### src/rtl/lav_pkg.sv
`timescale 1ns / 1ps
// ----------------------------------------------------------------------------
// lav_pkg
// Shared constants and rounding helpers for the look-at view matrix pipeline.
// ----------------------------------------------------------------------------
package lav_pkg;

  // Width of a vector component magnitude after the power-of-two rescale.
  localparam int UW = 30;
  // Steps of the pipelined integer square root (one result bit, two input bits each).
  localparam int SQRT_STEPS = 32;
  // Rows emitted per pose.
  localparam int ROWS = 4;

  // Arithmetic right shift by n, rounding half away from zero.
  function automatic logic signed [63:0] shr_round(input logic signed [63:0] x,
                                                   input int unsigned n);
    logic [63:0] m;
    logic [63:0] r;
    m = x[63] ? 64'(-x) : 64'(x);
    r = (m + (64'd1 << (n - 1))) >> n;
    return x[63] ? -$signed(r) : $signed(r);
  endfunction

  function automatic logic signed [31:0] sat32(input logic signed [63:0] x);
    if (x > 64'sd2147483647) begin
      return 32'sh7fffffff;
    end else if (x < -64'sd2147483648) begin
      return 32'sh80000000;
    end
    return x[31:0];
  endfunction

endpackage

### src/rtl/lav_out.sv
`timescale 1ns / 1ps
// ----------------------------------------------------------------------------
// lav_out
// Row serializer: holds one finished matrix and sends it one row per cycle.
// ----------------------------------------------------------------------------
module lav_out #(
  parameter int FB = 16
) (
  input  logic               clk,
  input  logic               rst_n,
  input  logic               in_valid,
  input  logic               in_degen,
  input  logic signed [31:0] in_m [3][4],
  output logic               out_strobe,
  output logic [1:0]         out_row_index,
  output logic signed [31:0] out_col0,
  output logic signed [31:0] out_col1,
  output logic signed [31:0] out_col2,
  output logic signed [31:0] out_col3,
  output logic               out_degenerate,
  output logic               out_last_row
);

  localparam logic [31:0] One = 32'd1 << FB;
  localparam logic [1:0]  LastRow = 2'(lav_pkg::ROWS - 1);

  logic               act_r;
  logic [1:0]         cnt_r;
  logic               degen_r;
  logic signed [31:0] m_r [3][4];

  // The busy gate of the top level spaces the matrices, so a new one lands at the
  // earliest while the last row of the previous one is on the ports.
  always_ff @(posedge clk) begin
    if (!rst_n) begin
      act_r <= 1'b0;
      cnt_r <= '0;
    end else if (in_valid) begin
      act_r <= 1'b1;
      cnt_r <= '0;
    end else if (act_r) begin
      act_r <= (cnt_r != LastRow);
      cnt_r <= cnt_r + 2'd1;
    end
  end

  always_ff @(posedge clk) begin
    if (in_valid) begin
      m_r     <= in_m;
      degen_r <= in_degen;
    end
  end

  always_comb begin
    if (cnt_r == LastRow) begin
      out_col0 = '0;
      out_col1 = '0;
      out_col2 = '0;
      out_col3 = $signed(One);
    end else begin
      out_col0 = m_r[cnt_r][0];
      out_col1 = m_r[cnt_r][1];
      out_col2 = m_r[cnt_r][2];
      out_col3 = m_r[cnt_r][3];
    end
  end

  assign out_strobe     = act_r;
  assign out_row_index  = cnt_r;
  assign out_degenerate = degen_r;
  assign out_last_row   = (cnt_r == LastRow);

endmodule

### config.mk
export PLATFORM = sky130hd
export DESIGN_NAME = lav_out
export DESIGN_NICKNAME = d
export VERILOG_FILES = /design/src/rtl/lav_pkg.sv /design/src/rtl/lav_out.sv
export SDC_FILE = /design/constraint.sdc
export NUM_CORES = 1
export LEC_CHECK = 0
export CAP_MARGIN = 10
export CORE_AREA = 2 2 201 203
export DETAILED_ROUTE_END_ITERATION = 10
export DIE_AREA = 0 0 203 205
export DONT_BUFFER_PORTS = 1
export PLACE_DENSITY = 0.63
export SLEW_MARGIN = 20
export SYNTH_ARGS = -nofsm -noshare
export SYNTH_HDL_FRONTEND = slang
export SYNTH_SLANG_ARGS = --single-unit
### constraint.sdc
create_clock -name clk -period 4.09 [get_ports clk]
set_clock_uncertainty 0.1 [all_clocks]
set_input_delay 0.818 -clock clk [delete_from_list [all_inputs] [get_ports clk]]
set_output_delay 0.818 -clock clk [all_outputs]
set_load 0.02 [all_outputs]
==> flow_summary.toml <==
[cts]
cts_tree = "built"
ctsHoldBuffers = 0
h-tree-depth = 2
cts_resized = 0
cts_root_buffer = "clkbuf_16"
post-cts-setup-buffer-count = 0
clock_path_buffers = 3
clock_sinks = 388
path_clk_slew_ns = 0.06
cts_made_buffers = 43
worstSkewPairLatency_ns = 0.56

[detailed_routing]
drtIter0Drc = 554
first_pass_iters = 7
final_antenna_net_count = 0
wl_per_cell_um = 24.5
vias = 8410
drc_errors = 0
wirelength_mm = 37.7
vias_per_cell = 5.47

[power]
p_total_w = 0.00928
power.density_nw_per_um2 = 511
ir_drop_mv = 0.516
p_leak_nw = 5.87

[sta]
finalHoldViolCount = 0
setup_viol = 0
fmax_mhz = 273
fin_crit_sh = 0.895
setup_tns_ns = 0
worstMarginPinSlew_ns = 1.75
max_slew_margin = -0.164
rsz0062_at_grt = "no"
hold_slack_ns = 0.249
finalMaxSlewViolations = 139
period_minus_slack_ns = 3.66

[logic_synthesis]
synth_xor_area_frac = 0.000528
synth-adder-area-share = 0.000754
seq_area_frac_synth = 0.701
yosys_warnings = 0
yosysUniqueCellTypes = 22
synth_compound_area_frac = 0.179
synth_seq_cells = 388
mappedNetlistNets = 1382
synth_mux_area_frac = 0.00121
synth_flop_cell = "edfxtp_1"
synth_edf_count = 385
syn-cell-area_um2 = 16600
synth-simple-area-share = 0.0779
avgSynthCellArea_um2 = 16.7
synth_cells = 993
synthArstFlopShare = 0
synth_top_family_by_area = "compound AO/OA/AOI/OAI gates"

[die]
io_pins = 521
num_rows = 73
die_w_um = 203
core_area_um2 = 39400
initial_core_util = 0.421
dieArea_um2 = 41600
die_h_um = 205

[setup_path]
cp_data_required_time_ns = 3.17
start_kind = "flip-flop"
end_kind = "output port"
crit_type = "flip-flop to output port"
crit_arrival_ns = 2.74
critPathMaxFanout = 124
rrSetupSlack_ns = 2.31

[global_routing]
antenna_found_initial = 14
grt_pass1_vias = 8263
grt_pass1_wl_mm = 53.0
overflow = 0
grt_usage = 0.171
grt_max_degree = 388

[run_status]
violations = "max-slew violations"
status = "complete, but fails checks"

[final_layout]
final_common_cell = "edfxtp_1"
post-route-util = 0.461
synthToLayoutAreaGrowth_pct = 9.52
layout_common_cells = "385 x edfxtp_1, 210 x a211oi_2, 127 x nand2_1, 127 x nor2b_1"
drive_gt1_frac = 0.292
num-fill-cells = 3310
nets = 1357

[placed_design]
dp.final_hpwl_mm = 24.2
gp_congestion = 0.785
place.port_buffers = 0

[hold_path]
hp-class = "input port to flip-flop"

[job]
maxCapViolations = 0
where the power goes:
| group | total [W] | switching (W) | internal, W |
|---|---|---|---|
| Sequential | 0.00484 | 0.000108 | 0.00473 |
| Combinational | 0.000786 | 0.000505 | 0.000281 |
| Clock | 0.00365 | 0.00155 | 0.00211 |
| Total | 0.00928 | 0.00216 | 0.00712 |
worst paths after layout:
| check | start | endpoint | depth (start not counted) |
|---|---|---|---|
| setup / recovery | out_row_index[0] | out_col2[21] | 3 |
| hold / removal | in_m[314] | m_r[314] | 0 |
| setup reg to reg | out_row_index[1] | out_row_index[1] | 3 |
| hold reg to reg | out_strobe | out_row_index[1] | 2 |
registers in the layout (all words and copies together) (netlist names):
name / cells
out_strobe: 1
m_r: 384
out_row_index: 2
out_degenerate: 1
cells by family after synthesis:
| family | after synthesis |
|---|---|
| flops | 388 |
| simple gates | 258 |
| compound gates | 257 |
| buf+inv | 86 |
| mux | 2 |
| xor+xnor | 1 |
| fa+ha+maj | 1 |
worst max-delay path, stage by stage, from the launching register on:
cell	delay, ns
dfxtp_4	0.74
buf_12	0.47
a211oi_2	0.19
a211oi_2	0.52
Yosys cell counts (2+ instances only):
master	n	area share
edfxtp_1	385	0.70
a211oi_2	210	0.16
nand2_1	127	0.029
nor2b_1	127	0.048
a211oi_1	44	0.020
buf_2	34	0.010
clkbuf_1	17	0.0038
buf_12	11	0.013
clkbuf_4	11	0.0050
buf_6	7	0.0048
buf_4	5	0.0023
dfxtp_1	3	0.0036
mux2i_1	2	0.0012
nor2_1	2	0.00045
layout make-up:
| type | count | area, um2 | share of cell area |
|---|---|---|---|
| multi-input combinational | 519 | 4320 | 0.238 |
| tap | 525 | 657 | 0.0362 |
| inverter | 1 | 6.26 | 0.000344 |
| sequential | 388 | 11600 | 0.640 |
| antenna | 12 | 30.0 | 0.00165 |
| timing repair buffer | 15 | 188 | 0.0103 |
| clock buffer | 52 | 1130 | 0.0623 |
| clock inverter | 26 | 204 | 0.0112 |
per-layer routing:
layer / part of all wire / vias up / global-route usage
li1: - / 3805 / -
met1: 0.38 / 4138 / 0.199
met2: 0.50 / 377 / 0.282
met3: 0.089 / 82 / 0.0630
met4: 0.030 / 8 / 0.0806
met5: 0.0013 / - / 0
per-stage QoR:
stage,setup slack [ns],instances,instance area [um2]
after floorplan,1.40,993,16600
after global placement,1.01,1448,16800
after detailed placement,0.993,1448,16800
after CTS,0.378,1526,18100
after global routing,0.269,1536,18200
final,0.428,1538,18200
Power figures use the tool's default switching activity.
